[src/design/sppd_pkg.sv]
package sppd_pkg;

    // Delay store geometry (power of two)
    localparam int BUF_DEPTH = 65536;
    localparam int ADDR_W    = $clog2(BUF_DEPTH);

    localparam int SAMPLE_W  = 24;
    localparam int GAIN_W    = 16;
    localparam int CFG_IDX_W = 2;
    localparam int TDATA_W   = 2 * SAMPLE_W;

    localparam int TAP_MIN = 120;
    localparam int TAP_MAX = BUF_DEPTH - 8;

    // Compare width wide enough for the scaled right tap and for the depth bound
    localparam int QUOT_W = 17;
    localparam int CMP_W  = ((ADDR_W > QUOT_W) ? ADDR_W : QUOT_W) + 1;

    // Right tap = floor(dl * 112 / 100); /100 done as multiply by 2^30/100, rounded up.
    // Exact for every product below 2^23.
    localparam int XPROD_W     = 23;
    localparam int RECIP_W     = 24;
    localparam int RECIP_SHIFT = 30;
    localparam logic [RECIP_W-1:0] RECIP_100 = 24'd10737419;
    localparam logic [XPROD_W-1:0] TAP_RATIO = 23'd112;

    localparam logic [GAIN_W-1:0] FB_LIMIT    = 16'd60293;
    localparam logic [GAIN_W-1:0] CROSS_LIMIT = 16'd52429;

    localparam logic [GAIN_W-1:0] DELAY_RST    = 16'd18240;
    localparam logic [GAIN_W-1:0] FB_GAIN_RST  = 16'd22938;
    localparam logic [GAIN_W-1:0] CROSS_RST    = 16'd16384;
    localparam logic [GAIN_W-1:0] LP_COEFF_RST = 16'd16000;

    typedef enum logic [CFG_IDX_W-1:0] {
        REG_DELAY_LEFT    = 2'd0,
        REG_FEEDBACK_GAIN = 2'd1,
        REG_CROSS_GAIN    = 2'd2,
        REG_LOWPASS_COEFF = 2'd3
    } cfg_reg_t;

    typedef enum logic [3:0] {
        ST_IDLE,
        ST_TAPL,
        ST_DIV,
        ST_TAPR,
        ST_MULG,
        ST_MULC,
        ST_SUM,
        ST_LPMUL,
        ST_LPUPD,
        ST_WRITE
    } state_t;

    typedef struct packed {
        logic load_in;
        logic tapl;
        logic div;
        logic tapr;
        logic mulg;
        logic mulc;
        logic sum;
        logic lpmul;
        logic lpupd;
        logic write;
    } dp_cmd_t;

    function automatic logic signed [SAMPLE_W-1:0] sat24(input logic signed [26:0] x);
        logic signed [SAMPLE_W-1:0] r;
        if (x > 27'sd8388607) begin
            r = 24'sh7FFFFF;
        end else if (x < -27'sd8388608) begin
            r = 24'sh800000;
        end else begin
            r = x[SAMPLE_W-1:0];
        end
        return r;
    endfunction

    function automatic logic [ADDR_W-1:0] clamp_tap(input logic [CMP_W-1:0] d);
        logic [ADDR_W-1:0] r;
        if (d < CMP_W'(TAP_MIN)) begin
            r = ADDR_W'(TAP_MIN);
        end else if (d > CMP_W'(TAP_MAX)) begin
            r = ADDR_W'(TAP_MAX);
        end else begin
            r = d[ADDR_W-1:0];
        end
        return r;
    endfunction

endpackage

[src/design/sppd_ctrl.sv]
module sppd_ctrl (
    input  logic              aclk,
    input  logic              aresetn,
    input  logic              s_tvalid,
    output logic              s_tready,
    output logic              m_tvalid,
    input  logic              m_tready,
    output sppd_pkg::dp_cmd_t cmd
);

    sppd_pkg::state_t state_reg, state_next;
    logic             m_valid_reg, m_valid_next;

    always_ff @(posedge aclk) begin
        if (!aresetn) begin
            state_reg   <= sppd_pkg::ST_IDLE;
            m_valid_reg <= 1'b0;
        end else begin
            state_reg   <= state_next;
            m_valid_reg <= m_valid_next;
        end
    end

    always_comb begin
        state_next = state_reg;
        cmd        = '0;
        s_tready   = 1'b0;
        unique case (state_reg)
            sppd_pkg::ST_IDLE: begin
                // no word is taken while reset is held
                s_tready = aresetn;
                if (s_tvalid && aresetn) begin
                    cmd.load_in = 1'b1;
                    state_next  = sppd_pkg::ST_TAPL;
                end
            end
            sppd_pkg::ST_TAPL: begin
                cmd.tapl   = 1'b1;
                state_next = sppd_pkg::ST_DIV;
            end
            sppd_pkg::ST_DIV: begin
                cmd.div    = 1'b1;
                state_next = sppd_pkg::ST_TAPR;
            end
            sppd_pkg::ST_TAPR: begin
                cmd.tapr   = 1'b1;
                state_next = sppd_pkg::ST_MULG;
            end
            sppd_pkg::ST_MULG: begin
                cmd.mulg   = 1'b1;
                state_next = sppd_pkg::ST_MULC;
            end
            sppd_pkg::ST_MULC: begin
                cmd.mulc   = 1'b1;
                state_next = sppd_pkg::ST_SUM;
            end
            sppd_pkg::ST_SUM: begin
                cmd.sum    = 1'b1;
                state_next = sppd_pkg::ST_LPMUL;
            end
            sppd_pkg::ST_LPMUL: begin
                cmd.lpmul  = 1'b1;
                state_next = sppd_pkg::ST_LPUPD;
            end
            sppd_pkg::ST_LPUPD: begin
                cmd.lpupd  = 1'b1;
                state_next = sppd_pkg::ST_WRITE;
            end
            sppd_pkg::ST_WRITE: begin
                // wait for the output register to free up
                if (!m_valid_reg || m_tready) begin
                    cmd.write  = 1'b1;
                    state_next = sppd_pkg::ST_IDLE;
                end
            end
            default: begin
                state_next = sppd_pkg::ST_IDLE;
            end
        endcase
    end

    always_comb begin
        m_valid_next = m_valid_reg;
        if (cmd.write) begin
            m_valid_next = 1'b1;
        end else if (m_tready) begin
            m_valid_next = 1'b0;
        end
    end

    assign m_tvalid = m_valid_reg;

`ifndef ASSERT_OFF
    a_cmd_onehot: assert property (@(posedge aclk) disable iff (!aresetn)
        $onehot0(cmd))
        else $error("more than one datapath command active");

    a_write_slot_free: assert property (@(posedge aclk) disable iff (!aresetn)
        cmd.write |-> (!m_valid_reg || m_tready))
        else $error("result word overwritten before it was taken");

    a_write_shows_result: assert property (@(posedge aclk) disable iff (!aresetn)
        cmd.write |=> (m_valid_reg && state_reg == sppd_pkg::ST_IDLE))
        else $error("result not presented after store write");

    a_accept_starts: assert property (@(posedge aclk) disable iff (!aresetn)
        (s_tvalid && s_tready) |=> (state_reg == sppd_pkg::ST_TAPL))
        else $error("accepted word did not start processing");
`endif

endmodule

[config.mk]
export PLATFORM = sky130hd
export DESIGN_NAME = sppd_ctrl
export DESIGN_NICKNAME = d
export VERILOG_FILES = /design/src/design/sppd_pkg.sv /design/src/design/sppd_ctrl.sv
export SDC_FILE = /design/constraint.sdc
export NUM_CORES = 1
export LEC_CHECK = 0
export ABC_AREA = 1
export ABC_CLOCK_PERIOD_IN_PS = 1700
export BUFFER_PORTS_ARGS = -buffer_cell sky130_fd_sc_hd__clkbuf_2
export CORE_AREA = 4 4 41 43
export CTS_CLUSTER_DIAMETER = 200
export DETAILED_ROUTE_END_ITERATION = 8
export DIE_AREA = 0 0 45 47
export GPL_ROUTABILITY_DRIVEN = 1
export HOLD_SLACK_MARGIN = 0.05
export PLACE_DENSITY = 0.49
export SYNTH_ARGS = -nofsm -noshare
export SYNTH_HDL_FRONTEND = slang
export SYNTH_SLANG_ARGS = --single-unit
[constraint.sdc]
create_clock -name aclk -period 1.7 [get_ports aclk]
set_input_delay 0.17 -clock aclk [delete_from_list [all_inputs] [get_ports aclk]]
set_output_delay 0.17 -clock aclk [all_outputs]
set_load 0.01 [all_outputs]
== After elaboration in Yosys (flattened, before gate mapping) ==
Index checks and enable logic that the tools add are counted.
Operators by class
  multiplexer cells: 18
  reduce and logical (&&, ||, !) cells: 6
  equal/unequal tests: 11
Operator list (count)
  case mux 4 bit (10 select lines): 1
  == test 4 x 3 -> 1 bit (second input constant): 4
  2-to-1 mux 1 bit: 15
  == test 4 x 2 -> 1 bit (second input constant): 2
  == test 4 bit (second input constant): 2
  2-to-1 mux 4 bit: 2
  == test 4 x 1 -> 1 bit (second input constant): 1
  zero test 4 bit: 1
  inequality test 2 bit (second input constant): 2
  AND reduction 2 bit: 1
  nonzero test 2 bit: 1
  logical AND 1 bit: 1
  zero test 1 bit: 1
  logical OR 1 bit: 1
Storage, ports and cells
  register bits: 5
  logic and storage cells: 37
  input port bits: 4

== Logic depth before layout (Yosys ltp) ==
  depth after elaboration: 5
  gate-level depth with buffers: 6
  depth with buffers taken out: 6

== Worst setup path before layout ==
No wires, ideal clock.
  path type: flip-flop to output port
  start point: reg state_reg[0]
  end point: out cmd[0] (netlist name)
  data arrival time: 0.858 ns
  buffers on the path: 1
  stages on the path, launching flop included: 6
  path slack: 0.672 ns
  required time: 1.530 ns
  cells stage by stage: dfxtp_1 inv_2 nor2_4 inv_2 nor3_4 buf_4
RTL lines
  start, declared: RTL line sppd_ctrl.sv:11  | sppd_pkg::state_t state_reg, state_next;
  start signal, assigned: RTL line sppd_ctrl.sv:16  | state_reg <= sppd_pkg::ST_IDLE;
  start signal, assigned: RTL line sppd_ctrl.sv:19  | state_reg <= state_next;
  end, declared: RTL line sppd_ctrl.sv:8  | output sppd_pkg::dp_cmd_t cmd

==> impl_summary.log <==
INFO  metric finalCritPeriodShare = 83.13%
INFO  metric detail_route.iter0.violations = 3
INFO  metric netlist-cell-type-count = 14
INFO  metric path_class = register to primary output
INFO  metric drive_gt1_share = 42.25%
INFO  metric starting_density = 26.15%
INFO  metric synthToLayoutAreaGrowth = 33.09%
INFO  metric dr.pass1.iters = 4
INFO  metric min-delay-start = aresetn
INFO  metric floorplan.die_area = 0.002115 sq mm
INFO  metric avgSynthCellArea = 6.421 sq um
INFO  metric setup.worst_path.start_class = register
INFO  metric pwr_density_cell = 892.4 mW/mm^2
INFO  metric grt.total_usage = 8.379%
INFO  metric design.core.area = 0.001301 sq mm
INFO  metric worst-endpoint-required = 1.53 ns
INFO  metric synth.yosys.seq_area_share = 29.41%
INFO  metric grt_setup_unrepaired = false
INFO  metric post_cts_buffers = 0
INFO  metric ctsResizeCount = 0
INFO  metric syn_nets = 57
INFO  metric viasPerCell = 4.163
INFO  metric final_design_area_no_fill = 452.9 sq um
INFO  metric yosysWarningCount = 0
INFO  metric cts-root-buf = clkbuf_4
INFO  metric rows = 13
INFO  metric post_dp_cell_area = 426.7 sq um
INFO  metric number_of_cells_on_the_worst_hold_path = 3
INFO  metric path_clk_slew = 0.04 ns
INFO  metric placer_s_final_routability_congestion_estimate = 0.6956
INFO  metric timing.rr.start = state_reg[0]$_SDFFE_PN0P_
INFO  metric timing.final.max_slew_violations = 0
INFO  metric max_cap_violations = 0
INFO  metric cts_hold_buf = 0
INFO  metric vdd_ir_drop_max = 0.0002940 V
INFO  metric htree_levels = 1
INFO  metric max_slew.worst_pin.slew = 0.2607 ns
INFO  metric cts_made_buffers = 3
INFO  metric ys_top_cells_by_area = dfxtp_1 29%, nor2_1 11%, nand2_1 9.9%
INFO  metric numClockSinks = 5
INFO  metric fillerInstances = 159
INFO  metric synth_largest_type_area_fraction = 29.41%
INFO  metric setup.worst_path.start = state_reg[3]$_SDFFE_PN0P_
INFO  metric via_count_of_the_first_global_routing_pass = 329
INFO  metric pin_count = 16
INFO  metric drcViolationCount = 0
INFO  metric num_antenna_cells = 0
INFO  metric worst_clock_skew = 0.001077 ns
INFO  metric finalHoldViolations = 0
INFO  metric postSynthRegisterBits = 5
INFO  metric synthMuxAreaShare = 0%
INFO  metric outcome = complete, no violations
INFO  metric worst_slew_margin_rel = 82.55%
INFO  metric reg2reg_depth = 5
INFO  metric post-layout-total-power = 404.2 uW
INFO  metric p_leak = 0.0002347 uW
INFO  metric cts-root-to-sink-buffers = 2
INFO  metric post_synth_inst_count = 53
INFO  metric setup_viol_count_final = 0
INFO  metric hold_path_end = state_reg[0]$_SDFFE_PN0P_
INFO  metric route.final.wire_length = 761 microns
INFO  metric synth-simple-area-share = 50.74%
INFO  metric dp.final_hpwl = 645.3 microns
INFO  metric number_of_antenna_violations_at_the_first_check_in_global_routing = 0
INFO  metric routed_wire_length_per_instance = 8.849 microns
INFO  metric cp.arrival = 1.24 ns
INFO  metric worst_skew_pair.late_latency = 0.24 ns
INFO  metric tritoncts = built
INFO  metric crit_path_max_fanout = 5
INFO  metric end_kind = primary output
INFO  metric flip_flop_count_of_the_largest_register_all_copies_and_words_added = 4
INFO  metric synth-xor-area-share = 0%
INFO  metric synth_top_family_by_area = simple AND/OR/NAND/NOR gates
INFO  metric totalNegativeSetupSlack = 0 ns
INFO  metric grt_max_degree = 7
INFO  metric synth-adder-area-share = 0%
INFO  metric timing.final.crit_period = 1.413 ns
INFO  metric drt.antenna.violating_nets = 0
INFO  metric via_count = 358
INFO  metric dieHeight = 47 microns
INFO  metric hold_path_class = primary input to register
INFO  metric first_pass_grt_wire_length = 1255 microns
INFO  metric final_net_count = 76
INFO  metric port_buffers = 15
INFO  metric r2r_end = state_reg[0]$_SDFFE_PN0P_
INFO  metric clock.fmax = 707.6 MHz
INFO  metric r2r_setup_slack = 0.69 ns
INFO  metric synth-compound-area-share = 5.515%
INFO  metric global_route.overflow_total = 0
INFO  metric mappedNetlistArea = 340.3 sq um
INFO  metric synth_top_area_cell = dfxtp_1
INFO  metric die_x = 45 microns
-- logic make-up after synthesis --
group | count (synthesis)
flops | 5
simple gates | 33
buf+inv | 12
compound gates | 3
-- worst max-delay path, stage by stage (launching register included) --
cell      delay [ns]
dfxtp_1         0.34
nor2_1          0.25
inv_1           0.10
nor3_1          0.15
clkbuf_2        0.16
-- final cells by class --
type	instances	area (sq um)	share of cell area [%]
Multi-Input combinational cell	36	191.4	42.27
Sequential cell	5	100.1	22.10
Inverter	11	41.29	9.116
Timing Repair Buffer	15	75.07	16.57
Clock buffer	4	26.28	5.801
Tap cell	15	18.77	4.144
-- where the power goes --
part | switching, uW | internal, uW
Sequential | 17.2 | 128
Clock | 48.8 | 88.7
Combinational | 77.9 | 43.2
Total | 144 | 260
-- synthesized netlist by cell type --
master   number
buf_4         1
nor3_1        2
inv_1         8
nor2_2        5
inv_2         3
a21oi_2       1
nor4_1        1
nand2_1       9
nor2_1       10
nand3_1       3
nor2_4        2
nor3_4        1
dfxtp_1       5
a21oi_1       2
-- layer usage --
layer	wire length, microns	vias to the layer above	GRT usage, %	share of wire, %
met5	0	-	0	0
met4	21	0	8.772	2.8
met3	69	2	1.149	9.1
met2	328	13	12.15	43
met1	343	146	10.25	45
li1	-	197	-	-
-- cells in the final DEF, fill, tap and decap left out, drive strengths merged --
| cell type | instances |
|---|---|
| clkbuf | 19 |
| nor2 | 17 |
| inv | 11 |
| nand2 | 9 |
| dfxtp | 5 |
| nand3 | 3 |
| nor3 | 3 |
| a21oi | 3 |
| nor4 | 1 |
-- metrics by stage --
step	cells	hold WS, ns	setup WS (ns)	utilization, %
6_report	86	0.1659	0.2867	34.81
5_1_grt	86	0.1710	0.1526	34.81
4_1_cts	86	0.1576	0.2877	34.81
3_5_place_dp	82	0.4165	0.5557	32.79
3_3_place_gp	82	0.4191	0.5001	32.79
2_1_floorplan	53	0.2974	0.6721	-
-- worst max path at each step --
stage,end,slack [ns],depth (start not counted)
6_report,cmd[7],0.29,4
5_1_grt,cmd[7],0.15,4
4_1_cts,cmd[7],0.29,4
3_5_place_dp,cmd[7],0.56,4
3_3_place_gp,cmd[7],0.50,4
2_1_floorplan,cmd[0],0.67,5
Power figures use the tool's default switching activity.
